<file path="config.mk">
export PLATFORM = sky130hd
export DESIGN_NAME = rhu_post
export DESIGN_NICKNAME = d
export VERILOG_FILES = /design/src/rtl/core/rhu_pkg.sv /design/src/rtl/core/rhu_post.sv
export SDC_FILE = /design/constraint.sdc
export NUM_CORES = 1
export LEC_CHECK = 0
export BUFFER_PORTS_ARGS = -buffer_cell sky130_fd_sc_hd__buf_2
export CAP_MARGIN = 20
export CORE_ASPECT_RATIO = 0.8
export CORE_MARGIN = 2
export CORE_UTILIZATION = 66
export CTS_BUF_LIST = sky130_fd_sc_hd__clkbuf_4
export CTS_CLUSTER_SIZE = 24
export DETAILED_ROUTE_END_ITERATION = 10
export GPL_ROUTABILITY_DRIVEN = 1
export PLACE_DENSITY = 0.87
export SLEW_MARGIN = 40
export SYNTH_ARGS = -nofsm -noshare
export SYNTH_HDL_FRONTEND = slang
export SYNTH_SLANG_ARGS = --single-unit
</file>
<file path="constraint.sdc">
create_clock -name clock -period 13.8 [get_ports clock]
set_input_delay 1.38 -clock clock [delete_from_list [all_inputs] [get_ports clock]]
set_output_delay 1.38 -clock clock [all_outputs]
set_load 0.01 [all_outputs]
</file>
<file path="src/rtl/core/rhu_pkg.sv">
// ----------------------------------------------------------------------------
// rhu_pkg
// shared types, widths and constants of the relative heading unit
// ----------------------------------------------------------------------------
package rhu_pkg;

   // normalized magnitude width: leading one lands on bit NORM_W-1
   localparam int NORM_W       = 41;
   // cordic datapath widths
   localparam int XW           = 44;
   localparam int ZW           = 30;
   localparam int CORDIC_STEPS = 24;
   // pi in q16 milliradians
   localparam logic signed [31:0] PI_Q16 = 32'sd205887416;

   // per item control that travels beside the datapath
   typedef struct packed {
      logic        valid;
      logic        zero;
      logic        dx_neg;
      logic        dy_neg;
      logic [13:0] orient;
   } side_type;

   typedef struct packed {
      logic [NORM_W-1:0] x;
      logic [NORM_W-1:0] y;
   } pair_type;

   // atan(2^-i) in q16 milliradians
   function automatic logic signed [ZW-1:0] atan_q16(input int i);
      logic signed [ZW-1:0] a;
      unique case (i)
         0:  a = 30'sd51471854;
         1:  a = 30'sd30385610;
         2:  a = 30'sd16054922;
         3:  a = 30'sd8149729;
         4:  a = 30'sd4090679;
         5:  a = 30'sd2047334;
         6:  a = 30'sd1023917;
         7:  a = 30'sd511990;
         8:  a = 30'sd255999;
         9:  a = 30'sd128000;
         10: a = 30'sd64000;
         11: a = 30'sd32000;
         12: a = 30'sd16000;
         13: a = 30'sd8000;
         14: a = 30'sd4000;
         15: a = 30'sd2000;
         16: a = 30'sd1000;
         17: a = 30'sd500;
         18: a = 30'sd250;
         19: a = 30'sd125;
         20: a = 30'sd62;
         21: a = 30'sd31;
         22: a = 30'sd16;
         23: a = 30'sd8;
         default: a = '0;
      endcase
      return a;
   endfunction

   // one step of the binary normalize search: shift by k when the top k bits are clear
   function automatic pair_type norm_step(input pair_type p, input int k);
      pair_type r;
      logic [NORM_W-1:0] both;
      both = p.x | p.y;
      r = p;
      if ((both >> (NORM_W - k)) == '0) begin
         r.x = p.x << k;
         r.y = p.y << k;
      end
      return r;
   endfunction

endpackage

</file>
<file path="src/rtl/core/rhu_post.sv">
// ----------------------------------------------------------------------------
// rhu_post
// quadrant fold, rounding and wrap, then shortest path unwrap and relative heading
// ----------------------------------------------------------------------------
module rhu_post #(
   parameter int TWO_PI = 6283
) (
   input  logic                          clock,
   input  logic                          reset,
   input  logic                          advance,
   input  logic signed [rhu_pkg::ZW-1:0] z_angle,
   input  rhu_pkg::side_type             z_side,
   output logic                          out_valid,
   output logic [12:0]                   abs_heading,
   output logic                          heading_valid,
   output logic [14:0]                   relative_heading
);

   localparam logic [31:0]        BIAS = 32'(TWO_PI * 65536 + 32768);
   localparam logic [15:0]        T16  = 16'(TWO_PI);
   localparam logic signed [16:0] T17  = 17'(TWO_PI);

   logic [31:0]       sh_in, sh_ff;
   rhu_pkg::side_type s1_ff, s2_ff;
   logic [12:0]       head_in, head_ff;
   logic [15:0]       q;
   logic signed [31:0] a, s;
   logic signed [16:0] e, r, d;
   logic [14:0]       rel_in;

   // signed angle over all four quadrants, biased by two pi and half a unit
   always_comb begin
      a = 32'(z_angle);
      priority if (!z_side.dx_neg && !z_side.dy_neg) s = a;
      else if (!z_side.dx_neg)                       s = -a;
      else if (!z_side.dy_neg)                       s = rhu_pkg::PI_Q16 - a;
      else                                           s = a - rhu_pkg::PI_Q16;
      sh_in = s + BIAS;
   end

   // round and wrap into 0..two pi - 1
   always_comb begin
      q = sh_ff[31:16];
      if (s1_ff.zero)   head_in = '0;
      else if (q >= T16) head_in = 13'(q - T16);
      else              head_in = q[12:0];
   end

   // unwrap toward the orientation, then subtract it
   always_comb begin
      e = {4'b0, head_ff};
      r = {{3{s2_ff.orient[13]}}, s2_ff.orient};
      if (r == T17)       e = e + T17;
      else if (r == -T17) e = e - T17;
      d = e - r;
      if (d < 0) begin
         if ((e + T17 - r) < (r - e)) e = e + T17;
      end else if (d > 0) begin
         if ((e - r) > (r + T17 - e)) e = e - T17;
      end
      rel_in = 15'(e - r);
   end

   always_ff @(posedge clock) begin
      if (advance) begin
         sh_ff            <= sh_in;
         s1_ff            <= z_side;
         head_ff          <= head_in;
         s2_ff            <= s1_ff;
         abs_heading      <= head_ff;
         heading_valid    <= !s2_ff.zero;
         relative_heading <= rel_in;
         out_valid        <= s2_ff.valid;
      end
      if (reset) begin
         s1_ff.valid <= 1'b0;
         s2_ff.valid <= 1'b0;
         out_valid   <= 1'b0;
      end
   end

endmodule

</file>
==> results.toml <==
[grt]
grtUsageTotal_pct = 32.1
grt_start_max_net_pins = 92
gr-max-usage-layer = "met2"
overflow = 0
grt_use_met3_pct = 4.88
grt_pass1_vias = 8667
antenna_found_initial = 0
use_met1_pct = 43.9
grt_pass1_wl_um = 42300
use_met2_pct = 52.9

[routing]
ant_nets = 0
vias = 9307
drc_errors = 0
routed_wl_um = 26300
drt-pass1-iter-count = 5
detail_route.wl_per_cell_um = 18.3
via_per_inst = 6.46
drt_iter0_drc = 1057

[clocking]
cts-root-buf = "clkbuf_4"
cts_hold_buf = 0
clk_latency_ns = 0.48
post_cts_buffers = 0
cts_sinks = 91
cts_resized = 0
cts_buffer_depth = 2
path_clk_slew_ns = 0.16
htreeDepth = 3
cts_tree = "done"
cts_made_buffers = 9

[hold_path]
hold_class = "reg2reg"

[timing]
tns_ns = 0
period_share_pct = 72.6
fin_skew_ns = 0.0151
rsz0062_at_grt = "no"
maxSlewHeadroom_pct = 43.3
hold_violations = 0
tightest_slew_ns = 0.847
setup_slack_ns = 3.78
min_period_ns = 10.02
max_freq_ghz = 0.0998
drv_slew = 0
setup_viol = 0

[yosys]
synth_async_sr_flop_share_pct = 0
ys_top_cells_by_count = "ha_1, nor2_1, xnor2_1, edfxtp_1, inv_1"
synth_area_per_cell_um2 = 8.79
syn_inst = 1168
synth_seq_cells = 91
synth.most_common_cell = "ha_1"
yosysWarnings = 0
netlist.area_leader.share_pct = 25.7
synth_cell_types = 92
synth-edff-count = 88
ys.flop_type = "edfxtp_1"
synthTopCellsByArea = "edfxtp_1, ha_1, xnor2_1"
syn_area_um2 = 10300
seq_area_frac_synth_pct = 26.3
synth.largest_area_cell = "edfxtp_1"
syn_nets = 1350

[floorplanning]
io_pins = 81
die_x_um = 143
die_h_um = 116
dieArea_um2 = 16600
num_rows = 40
start_util_pct = 67.9
design.core.area_um2 = 15100

[power]
power.density_nw_per_um2 = 131
ir_drop_mv = 0.101
p_leak_nw = 4.62
power_mw = 1.44

[cells_and_area]
final_cells = 1440
nNetsFinal = 1407
antenna-diode-count = 0
fill_cells = 1193
area_delta_synth_final_pct = 7.14
drive_above_1_share_pct = 11.3

[run_status]
outcome = "complete, no violations"

[setup_path]
criticalPathCategory = "reg2reg"
worstReg2RegEnd = "relative_heading[14]"
cp-endpoint = "relative_heading[14]"
critPathLaunchType = "flop"
cpPeakStageDelay_ns = 0.59
crit-reg2reg-launch = "r[1]"
critPathRequiredTime_ns = 14.04
cp_common_cell = "nor2_1"
worstPathMaxFanout = 10
reg2reg_setup_slack_ns = 3.78
cp_data_arrival_time_ns = 10.26
crit_start = "r[1]"
cp_slowest_cell = "edfxtp_1"
worst-r2r-cell-count = 39
setup.worst_path.end_class = "flop"

[placed_design]
dp_hpwl_um = 20900
port_buffers = 80
post-place-cells = 1424
place.gp.congestion = 0.954
pre_cts_ws_ns = 4.14

[run]
maxCapViolations = 0
[state kept, by name, summed over array words and instances (netlist names)]
signal	count
out_valid	1
s1_ff	16
relative_heading	15
s2_ff	2
r	14
head_ff	13
abs_heading	13
heading_valid	1
sh_ff	16
[cell usage in the layout (no fill, tap or decap), types with 8 or more instances in the layout]
cell | netlist | routed
nand3_1 | 19 | 19
a21o_1 | 17 | 17
o21ai_0 | 66 | 66
and3_1 | 13 | 13
inv_1 | 87 | 87
buf_2 | 4 | 79
clkbuf_4 | 0 | 9
nand2b_1 | 8 | 8
o22ai_1 | 12 | 12
nor2_1 | 95 | 95
o211ai_1 | 8 | 8
nand3b_1 | 8 | 8
o21a_1 | 25 | 25
xor2_1 | 22 | 22
nor4_1 | 12 | 12
a31oi_1 | 11 | 11
ha_1 | 118 | 118
nand2_1 | 59 | 59
nor3_1 | 30 | 30
nand4_1 | 11 | 11
o31ai_1 | 11 | 11
and2_1 | 10 | 10
or3_1 | 21 | 21
xnor2_1 | 90 | 88
a21oi_1 | 82 | 82
edfxtp_1 | 88 | 88
fa_1 | 13 | 13
nor2b_1 | 17 | 17
or2_2 | 10 | 10
mux2i_1 | 8 | 8
o21bai_1 | 10 | 10
[final cells by class]
cell class	instances	area [um^2]	share of cell area [%]
flip-flops and latches	91	2700	24.6
repair buffers	82	422	3.83
multi-input cells	950	7110	64.6
inverters	91	342	3.11
clock buffers	9	67.6	0.614
well taps	210	263	2.39
clock inverters	7	95.1	0.865
[worst min-delay path by stage]
stage | from | cells after the start | endpoint
finish | s1_ff[1] | 0 | r[1]
global route | s1_ff[0] | 0 | r[0]
CTS | s1_ff[1] | 0 | r[1]
detailed placement | s1_ff[0] | 0 | r[0]
global placement | s1_ff[5] | 0 | r[5]
floorplan | s1_ff[0] | 0 | r[0]
[per-layer routing]
| metal | up-vias | wire length (um) |
|---|---|---|
| li1 | 4465 | - |
| met1 | 4379 | 11600 |
| met2 | 419 | 12200 |
| met3 | 44 | 1960 |
| met4 | 0 | 614 |
| met5 | - | 0 |
[cells by family (layout without fill, tap and decap cells)]
| family | count (synthesis) | count (layout) | synth area share (%) |
|---|---|---|---|
| buffers and inverters | 127 | 189 | 4.69 |
| flip-flops | 91 | 91 | 26.3 |
| adder cells (fa/ha/maj) | 131 | 131 | 16.9 |
| XOR/XNOR | 115 | 115 | 10.1 |
| AND/OR/NAND/NOR | 348 | 348 | 18.1 |
| AO/OA/AOI/OAI | 347 | 347 | 23.0 |
| multiplexers | 9 | 9 | 0.890 |
[critical path: cells and delay by family (launching register included)]
| family | cells | cell delay [ns] |
|---|---|---|
| adder cells (fa/ha/maj) | 5 | 1.42 |
| flip-flops | 1 | 0.59 |
| XOR/XNOR | 4 | 0.73 |
| multiplexers | 1 | 0.25 |
| AND/OR/NAND/NOR | 12 | 2.51 |
| AO/OA/AOI/OAI | 15 | 3.90 |
| buffers and inverters | 2 | 0.38 |
[power breakdown]
part | internal (mW) | switching (mW) | total (mW)
clock | 0.0603 | 0.105 | 0.165
combinational | 0.372 | 0.499 | 0.871
sequential | 0.373 | 0.0340 | 0.407
[metrics by stage]
stage	hold WS (ns)	area (um^2)	util (%)
after floorplan	0.400	10300	-
after global placement	0.405	10800	71.5
after detailed placement	0.416	10800	71.6
after CTS	0.449	11000	72.6
after global routing	0.467	11000	72.8
final	0.451	11000	72.8
No activity file was read; power rests on OpenSTA's default activity.
