$ cat src/rtl/core/rhu_pkg.sv
// ----------------------------------------------------------------------------
// rhu_pkg
// shared types, widths and constants of the relative heading unit
// ----------------------------------------------------------------------------
package rhu_pkg;

   // normalized magnitude width: leading one lands on bit NORM_W-1
   localparam int NORM_W       = 41;
   // cordic datapath widths
   localparam int XW           = 44;
   localparam int ZW           = 30;
   localparam int CORDIC_STEPS = 24;
   // pi in q16 milliradians
   localparam logic signed [31:0] PI_Q16 = 32'sd205887416;

   // per item control that travels beside the datapath
   typedef struct packed {
      logic        valid;
      logic        zero;
      logic        dx_neg;
      logic        dy_neg;
      logic [13:0] orient;
   } side_type;

   typedef struct packed {
      logic [NORM_W-1:0] x;
      logic [NORM_W-1:0] y;
   } pair_type;

   // atan(2^-i) in q16 milliradians
   function automatic logic signed [ZW-1:0] atan_q16(input int i);
      logic signed [ZW-1:0] a;
      unique case (i)
         0:  a = 30'sd51471854;
         1:  a = 30'sd30385610;
         2:  a = 30'sd16054922;
         3:  a = 30'sd8149729;
         4:  a = 30'sd4090679;
         5:  a = 30'sd2047334;
         6:  a = 30'sd1023917;
         7:  a = 30'sd511990;
         8:  a = 30'sd255999;
         9:  a = 30'sd128000;
         10: a = 30'sd64000;
         11: a = 30'sd32000;
         12: a = 30'sd16000;
         13: a = 30'sd8000;
         14: a = 30'sd4000;
         15: a = 30'sd2000;
         16: a = 30'sd1000;
         17: a = 30'sd500;
         18: a = 30'sd250;
         19: a = 30'sd125;
         20: a = 30'sd62;
         21: a = 30'sd31;
         22: a = 30'sd16;
         23: a = 30'sd8;
         default: a = '0;
      endcase
      return a;
   endfunction

   // one step of the binary normalize search: shift by k when the top k bits are clear
   function automatic pair_type norm_step(input pair_type p, input int k);
      pair_type r;
      logic [NORM_W-1:0] both;
      both = p.x | p.y;
      r = p;
      if ((both >> (NORM_W - k)) == '0) begin
         r.x = p.x << k;
         r.y = p.y << k;
      end
      return r;
   endfunction

endpackage

$ cat src/rtl/core/rhu_norm.sv
// ----------------------------------------------------------------------------
// rhu_norm
// three stage normalizer: doubles both magnitudes until the leading one hits the top bit
// ----------------------------------------------------------------------------
module rhu_norm #(
   parameter int MAG_W = 25
) (
   input  logic                clock,
   input  logic                reset,
   input  logic                advance,
   input  logic [MAG_W-1:0]    mag_x,
   input  logic [MAG_W-1:0]    mag_y,
   input  rhu_pkg::side_type   side_src,
   output rhu_pkg::pair_type   norm_pair,
   output rhu_pkg::side_type   norm_side
);

   rhu_pkg::pair_type p0, p1_in, p2_in, p3_in;
   rhu_pkg::pair_type p1_ff, p2_ff, p3_ff;
   rhu_pkg::side_type s1_ff, s2_ff, s3_ff;

   // search by 32/16, then 8/4, then 2/1
   always_comb begin
      p0.x  = {{(rhu_pkg::NORM_W-MAG_W){1'b0}}, mag_x};
      p0.y  = {{(rhu_pkg::NORM_W-MAG_W){1'b0}}, mag_y};
      p1_in = rhu_pkg::norm_step(rhu_pkg::norm_step(p0, 32), 16);
      p2_in = rhu_pkg::norm_step(rhu_pkg::norm_step(p1_ff, 8), 4);
      p3_in = rhu_pkg::norm_step(rhu_pkg::norm_step(p2_ff, 2), 1);
   end

   // stage registers
   always_ff @(posedge clock) begin
      if (advance) begin
         p1_ff <= p1_in;
         p2_ff <= p2_in;
         p3_ff <= p3_in;
         s1_ff <= side_src;
         s2_ff <= s1_ff;
         s3_ff <= s2_ff;
      end
      if (reset) begin
         s1_ff.valid <= 1'b0;
         s2_ff.valid <= 1'b0;
         s3_ff.valid <= 1'b0;
      end
   end

   assign norm_pair = p3_ff;
   assign norm_side = s3_ff;

endmodule

$ cat config.mk
export PLATFORM = sky130hd
export DESIGN_NAME = rhu_norm
export DESIGN_NICKNAME = d
export VERILOG_FILES = /design/src/rtl/core/rhu_pkg.sv /design/src/rtl/core/rhu_norm.sv
export SDC_FILE = /design/constraint.sdc
export NUM_CORES = 1
export LEC_CHECK = 0
export ABC_AREA = 1
export BUFFER_PORTS_ARGS = -buffer_cell sky130_fd_sc_hd__buf_4
export CAP_MARGIN = 15
export CELL_PAD_IN_SITES_DETAIL_PLACEMENT = 1
export CELL_PAD_IN_SITES_GLOBAL_PLACEMENT = 1
export CORE_ASPECT_RATIO = 0.75
export CORE_MARGIN = 2
export CORE_UTILIZATION = 46
export CTS_BUF_LIST = sky130_fd_sc_hd__clkbuf_16
export DETAILED_ROUTE_END_ITERATION = 8
export GPL_ROUTABILITY_DRIVEN = 0
export PLACE_DENSITY_LB_ADDON = 0.1
export SLEW_MARGIN = 20
export SYNTH_ARGS = -nofsm -noshare
export SYNTH_HDL_FRONTEND = slang
export SYNTH_SLANG_ARGS = --single-unit
$ cat constraint.sdc
create_clock -name clock -period 2.4 [get_ports clock]
set_input_delay 0.48 -clock clock [delete_from_list [all_inputs] [get_ports clock]]
set_output_delay 0.48 -clock clock [all_outputs]
set_load 0.05 [all_outputs]
==> results of run 1 <==
sequential cells by signal, indices dropped and copies added, names as in the netlist:
signal     flops
p1_ff         82
s1_ff         18
s2_ff         18
norm_pair     82
norm_side     18
p2_ff         82
layout make-up:
type	count	area [um^2]	area share [%]
Clock inverter	25	268	1.64
Tap cell	392	490	3.01
Timing Repair Buffer	193	1570	9.61
Sequential cell	300	8980	55.0
Inverter	87	327	2.00
Multi-Input combinational cell	750	3910	24.0
Clock buffer	31	776	4.75
worst max-delay path: stages, from the launching register on:
cell      delay, ns
edfxtp_1       0.36
inv_1          0.11
nand4_1        0.28
o21ai_0        0.54
nor2_4         0.09
buf_12         0.21
inv_2          0.19
o21ai_0        0.14
path summary, 6_finish.rpt:
path | from | end | slack, ns
hold reg to reg | s2_ff[5]$_DFFE_PP_ | norm_side[5]$_DFFE_PP_ | 0.42
setup reg to reg | p2_ff[39]$_DFFE_PP_ | norm_pair[2]$_DFFE_PP_ | 0.19
setup / recovery | p2_ff[39]$_DFFE_PP_ | norm_pair[2]$_DFFE_PP_ | 0.19
hold / removal | reset | s2_ff[17]$_SDFFE_PP0P_ | 0.07
stage by stage:
step                total power (uW)  std cells  cell area [um^2]  util [%]  setup WS (ns)
floorplan                       7520       1209             13600         -          0.616
global placement                8180       1722             15300      52.8          0.158
detailed placement              8220       1722             15300      52.8         0.0298
CTS                            13200       1778             16300      56.4          0.204
global route                   13500       1778             16300      56.4         0.0534
finish                         13100       1778             16300      56.4          0.186
report_power, final:
part           switching, uW  leakage [uW]  total, uW  internal, uW
Clock                   2000      0.000528       4970          2970
Sequential               185       0.00293       6440          6260
Combinational           1150       0.00380       1670           524
Total                   3330       0.00726      13100          9750
cells in the mapped netlist:
master	instances	area, um^2
buf_6	1	11.3
nand2_2	2	12.5
nor2_1	83	312
a21o_1	2	15.0
nor3_1	2	10.0
clkbuf_1	19	71.3
nand4_1	3	18.8
a21oi_1	3	15.0
o21ai_0	43	215
edfxtp_1	297	8920
a31oi_1	4	25.0
inv_2	6	22.5
buf_2	31	155
inv_1	81	304
nand3_1	79	395
nand2_1	352	1320
nor2_4	3	33.8
buf_1	6	22.5
o21bai_1	3	22.5
dfxtp_1	3	60.1
buf_4	15	113
mux2i_1	134	1340
o41ai_1	1	8.76
conb_1	1	3.75
a21oi_2	1	8.76
nor2_2	3	18.8
routing by layer:
layer / part of all wire, % / GRT usage (%) / vias up / routed length [um]
li1: - / - / 4342 / -
met4: 1.9 / 4.69 / 0 / 620
met3: 5.6 / 4.05 / 47 / 1840
met1: 47 / 31.0 / 4355 / 15300
met5: 0 / 0 / - / 0
met2: 46 / 32.4 / 210 / 14900
cells by family (layout without fill, tap and decap cells):
kind of cell | after synthesis | in the layout | synth area share [%]
and+or+nand+nor | 527 | 527 | 15.8
DFF | 300 | 300 | 66.7
buffers and inverters | 159 | 336 | 5.20
muxes | 134 | 134 | 9.97
AOI/OAI and AO/OA | 57 | 57 | 2.31
other | 1 | 32 | 0.0279
cell usage in the layout (no fill, tap or decap), types with 6 or more instances in the layout:
| master | Yosys | routed |
|---|---|---|
| buf_12 | 0 | 9 |
| buf_4 | 15 | 183 |
| bufinv_16 | 0 | 6 |
| clkbuf_16 | 0 | 31 |
| conb_1 | 1 | 32 |
| edfxtp_1 | 297 | 297 |
| inv_1 | 81 | 88 |
| inv_2 | 6 | 6 |
| mux2i_1 | 134 | 134 |
| nand2_1 | 352 | 352 |
| nand3_1 | 79 | 79 |
| nor2_1 | 83 | 82 |
| nor2_4 | 3 | 6 |
| o21ai_0 | 43 | 43 |
==> impl_metrics.env, run 1 <==
export IMPL_io_buffers=170
export IMPL_routed_wl_um=32600
export IMPL_htreeDepth=1
export IMPL_clock_sinks=300
export IMPL_dp_hpwl_um=23500
export IMPL_routedWlPerCell_um=18.3
export IMPL_die_area_um2=30600
export IMPL_post_cts_setup_buffer_count=0
export IMPL_max_cap_violations=0
export IMPL_whs_path_depth=2
export IMPL_p_per_area_nw_per_um2=801
export IMPL_fp_dieH_um=152
export IMPL_drive_above_1_share_pct=18.3
export IMPL_required_ns=2.70
export IMPL_whs_ns=0.0721
export IMPL_critical_path_class="register to register"
export IMPL_cts_buffers=31
export IMPL_slew_violations=0
export IMPL_die_w_um=201
export IMPL_outcome="finished, final reports clean"
export IMPL_vias_per_cell=5.04
export IMPL_synth_cell_type_count=26
export IMPL_tritoncts="done"
export IMPL_finalSetupViolCount=0
export IMPL_drt_iter0_drc=558
export IMPL_first_global_vias=9002
export IMPL_fill_cells=3128
export IMPL_hold_violations=0
export IMPL_coreArea_um2=28900
export IMPL_drc_errors=0
export IMPL_synth_cell_area_um2=13500
export IMPL_arrival_ns=2.51
export IMPL_fin_setup_tns_ns=0
export IMPL_area_delta_synth_final_pct=21.3
export IMPL_num_antenna_cells=0
export IMPL_cp_start_kind="register"
export IMPL_power_leakage_uw=0.00726
export IMPL_ant_nets=0
export IMPL_root_buffer="clkbuf_16"
export IMPL_synth_avg_cell_area_um2=11.4
export IMPL_gr_usage_all_layers_pct=21.0
export IMPL_seq_area_frac_synth_pct=66.7
export IMPL_insertion_delay_ns=0.58
export IMPL_rsz0062_at_grt="false"
export IMPL_antenna_found_initial=0
export IMPL_worst_clock_skew_ns=0.0174
export IMPL_ys_warn_count=0
export IMPL_vdd_ir_drop_max_mv=0.569
export IMPL_cp_max_fo=47
export IMPL_grt_pass1_wl_um=50800
export IMPL_synth_seq_cells=300
export IMPL_postCtsHoldBufs=0
export IMPL_dr_pass1_iters=5
export IMPL_synthCells=1178
export IMPL_finalCritPeriodShare_pct=92.3
export IMPL_fin_crit_ns=2.21
export IMPL_worst_setup_path_end_kind="register"
export IMPL_ff2ff_path_depth=7
export IMPL_min_path_type="input pin to register"
export IMPL_clk_pin_slew_worst_paths_ns=0.07
export IMPL_relSlewSlack_pct=64.5
export IMPL_vias=8954
export IMPL_overflow=0
export IMPL_cts_resized_gates=0
export IMPL_grt_max_degree=61
export IMPL_fmax_ghz=0.452
export IMPL_worst_pin_slew_ns=0.527
export IMPL_nets=1434
export IMPL_start_util_pct=46.5
export IMPL_cts_buffer_depth=3
export IMPL_num_rows=54
export IMPL_num_io_pins=171
(Power assumes the default switching activity.)
==> inputs of run 2 (changes only) <==
ABC_AREA = 0   (was 1)
CORE_MARGIN = default   (was 2)
CORE_UTILIZATION = 48   (was 46)
==> run 2 against run 1 <==
Power decreased by 2.8%. Area after synthesis is 1.6% lower. Via count down 5.7%. Cell count down 17%. First-iteration DRC count is 28% higher. Clock skew decreased by 0.0087 ns. Register-to-register slack got worse by 0.07 ns. Critical path type unchanged. Die area down 7.8%. Fmax fell by 2.9%. Utilization up 3.0 points. Setup slack got worse by 0.067 ns. Global-route usage is 1.9 points higher. Critical endpoint is now p2_ff[78]$_DFFE_PP_.
==> impl_metrics.env, run 2 <==
export IMPL_finalCritPeriodShare_pct=95.1
export IMPL_ys_flop_type="edfxtp_1"
export IMPL_drive_above_1_share_pct=22.2
export IMPL_drt_iter0_drc=715
export IMPL_synthCells=915
export IMPL_ys_warn_count=0
export IMPL_num_io_pins=171
export IMPL_ant_nets=0
export IMPL_num_rows=52
export IMPL_ys_top_cells_by_count="297 x edfxtp_1, 179 x mux2i_1, 59 x nand3_1"
export IMPL_cp_start_kind="register"
export IMPL_max_cap_violations=0
export IMPL_antenna_found_initial=0
export IMPL_synth_most_common_cell="edfxtp_1"
export IMPL_synth_edff_count=297
export IMPL_layout_setup_ws_ns=0.119
export IMPL_arrival_ns=2.59
export IMPL_insertion_delay_ns=0.56
export IMPL_clk_pin_slew_worst_paths_ns=0.06
export IMPL_seq_area_frac_synth_pct=67.8
export IMPL_r2r_start="p1_ff[76]$_DFFE_PP_"
export IMPL_vias=8441
export IMPL_relSlewSlack_pct=25.9
export IMPL_fmax_ghz=0.438
export IMPL_dr_pass1_iters=6
export IMPL_async_reset_ff_share_pct=0
export IMPL_outcome="finished, final reports clean"
export IMPL_min_path_type="input pin to register"
export IMPL_num_antenna_cells=0
export IMPL_pre_cts_ws_ns=0.258
export IMPL_utilization_pct=59.4
export IMPL_slew_violations=0
export IMPL_coreArea_um2=27100
export IMPL_overflow=0
export IMPL_io_buffers=170
export IMPL_fin_total_pwr_uw=12700
export IMPL_synth_cell_area_um2=13200
export IMPL_grt_pass1_wl_um=50300
export IMPL_gr_usage_all_layers_pct=22.9
export IMPL_root_buffer="clkbuf_16"
export IMPL_whs_ns=0.0943
export IMPL_grt_max_degree=74
export IMPL_synth_top_cells_by_area="edfxtp_1 67%, mux2i_1 14%, o211ai_1 2.4%"
export IMPL_fin_setup_tns_ns=0
export IMPL_p_per_area_nw_per_um2=791
export IMPL_synth_cell_type_count=40
export IMPL_min_from="reset"
export IMPL_first_global_vias=8564
export IMPL_vias_per_cell=5.70
export IMPL_fp_dieH_um=146
export IMPL_worst_clock_skew_ns=0.00868
export IMPL_area_delta_synth_final_pct=21.4
export IMPL_vdd_ir_drop_max_mv=0.540
export IMPL_startpoint="p1_ff[76]$_DFFE_PP_"
export IMPL_post_cts_setup_buffer_count=0
export IMPL_power_leakage_uw=0.00585
export IMPL_synth_seq_cells=300
export IMPL_die_area_um2=28300
export IMPL_routedWlPerCell_um=21.9
export IMPL_nets=1178
export IMPL_netlist_area_leader_share_pct=67.3
export IMPL_mostFrequentLayoutCells="297 x edfxtp_1, 188 x buf_4, 179 x mux2i_1"
export IMPL_cts_resized_gates=0
export IMPL_htreeDepth=1
export IMPL_required_ns=2.70
export IMPL_yosys_area_top_type="edfxtp_1"
export IMPL_drc_errors=0
export IMPL_worst_setup_path_end_kind="register"
export IMPL_tritoncts="done"
export IMPL_postCtsHoldBufs=0
export IMPL_clock_sinks=300
export IMPL_hold_violations=0
export IMPL_cts_buffer_depth=3
export IMPL_routed_wl_um=32400
export IMPL_synth_avg_cell_area_um2=14.5
export IMPL_finalSetupViolCount=0
export IMPL_cp_max_fo=29
export IMPL_start_util_pct=48.9
export IMPL_cts_buffers=31
export IMPL_die_w_um=194
export IMPL_worst_pin_slew_ns=1.11
export IMPL_final_common_cell="edfxtp_1"
export IMPL_dp_hpwl_um=22700
export IMPL_fin_crit_ns=2.28
export IMPL_critical_path_class="register to register"
export IMPL_rsz0062_at_grt="false"
## run 2: cell count changes after synthesis, moves of 15 or more
| cell | previous run | this run |
|---|---|---|
| nand2_1 | 352 | 56 |
| inv_1 | 81 | 10 |
| nor2_1 | 83 | 15 |
| mux2i_1 | 134 | 179 |
| o211ai_1 | 0 | 42 |
| a21oi_1 | 3 | 38 |
| o21ai_0 | 43 | 15 |
| clkbuf_1 | 19 | 44 |
| nand3_1 | 79 | 59 |
| nor2b_1 | 0 | 20 |
| buf_2 | 31 | 13 |
| a21o_1 | 2 | 19 |
| and2_1 | 0 | 15 |
## run 2: worst max-delay path, cell delays in order, from the launching register on
cell,delay (ns)
edfxtp_1,0.52
nor4_1,0.39
and2_1,0.33
nand2_1,0.12
buf_4,0.25
o21ai_0,0.41
## run 2: metrics by stage
| stage | area (um^2) | std cells |
|---|---|---|
| 2_1_floorplan | 13400 | 946 |
| 3_3_place_gp | 15100 | 1425 |
| 3_5_place_dp | 15100 | 1425 |
| 4_1_cts | 16100 | 1482 |
| 5_1_grt | 16100 | 1482 |
| 6_report | 16100 | 1482 |
## run 2: cell type report
| class | instances | area (um^2) |
|---|---|---|
| flip-flops and latches | 300 | 8980 |
| clock inverters | 26 | 170 |
| clock buffers | 31 | 776 |
| multi-input cells | 563 | 4010 |
| fillers | 2604 | 11000 |
| well taps | 351 | 439 |
| inverters | 10 | 37.5 |
| repair buffers | 201 | 1670 |
## run 2: layer usage
layer / wire length, um / track usage, %
met5: 0 / 0
met4: 540 / 4.72
met3: 1800 / 3.34
met2: 14400 / 34.4
met1: 15700 / 35.5
## run 2: path summary, 6_finish.rpt
path / slack (ns) / endpoint / cells after the start
worst max register to register: 0.12 / p2_ff[78]$_DFFE_PP_ / 5
worst max-delay path: 0.12 / p2_ff[78]$_DFFE_PP_ / 5
worst min register to register: 0.42 / s2_ff[16]$_DFFE_PP_ / 0
worst min-delay path: 0.09 / s1_ff[17]$_SDFFE_PP0P_ / 2
## run 2: logic make-up after synthesis
kind of cell | count (synthesis) | synth area share, %
other | 1 | 0.0283
AOI/OAI and AO/OA | 160 | 8.22
DFF | 300 | 67.8
and+or+nand+nor | 192 | 7.41
buffers and inverters | 83 | 3.01
muxes | 179 | 13.5
## run 2: power breakdown
part / switching, uW / internal [uW]
Combinational: 1080 / 573
Clock: 1960 / 2540
Sequential: 291 / 6270
Total: 3330 / 9390
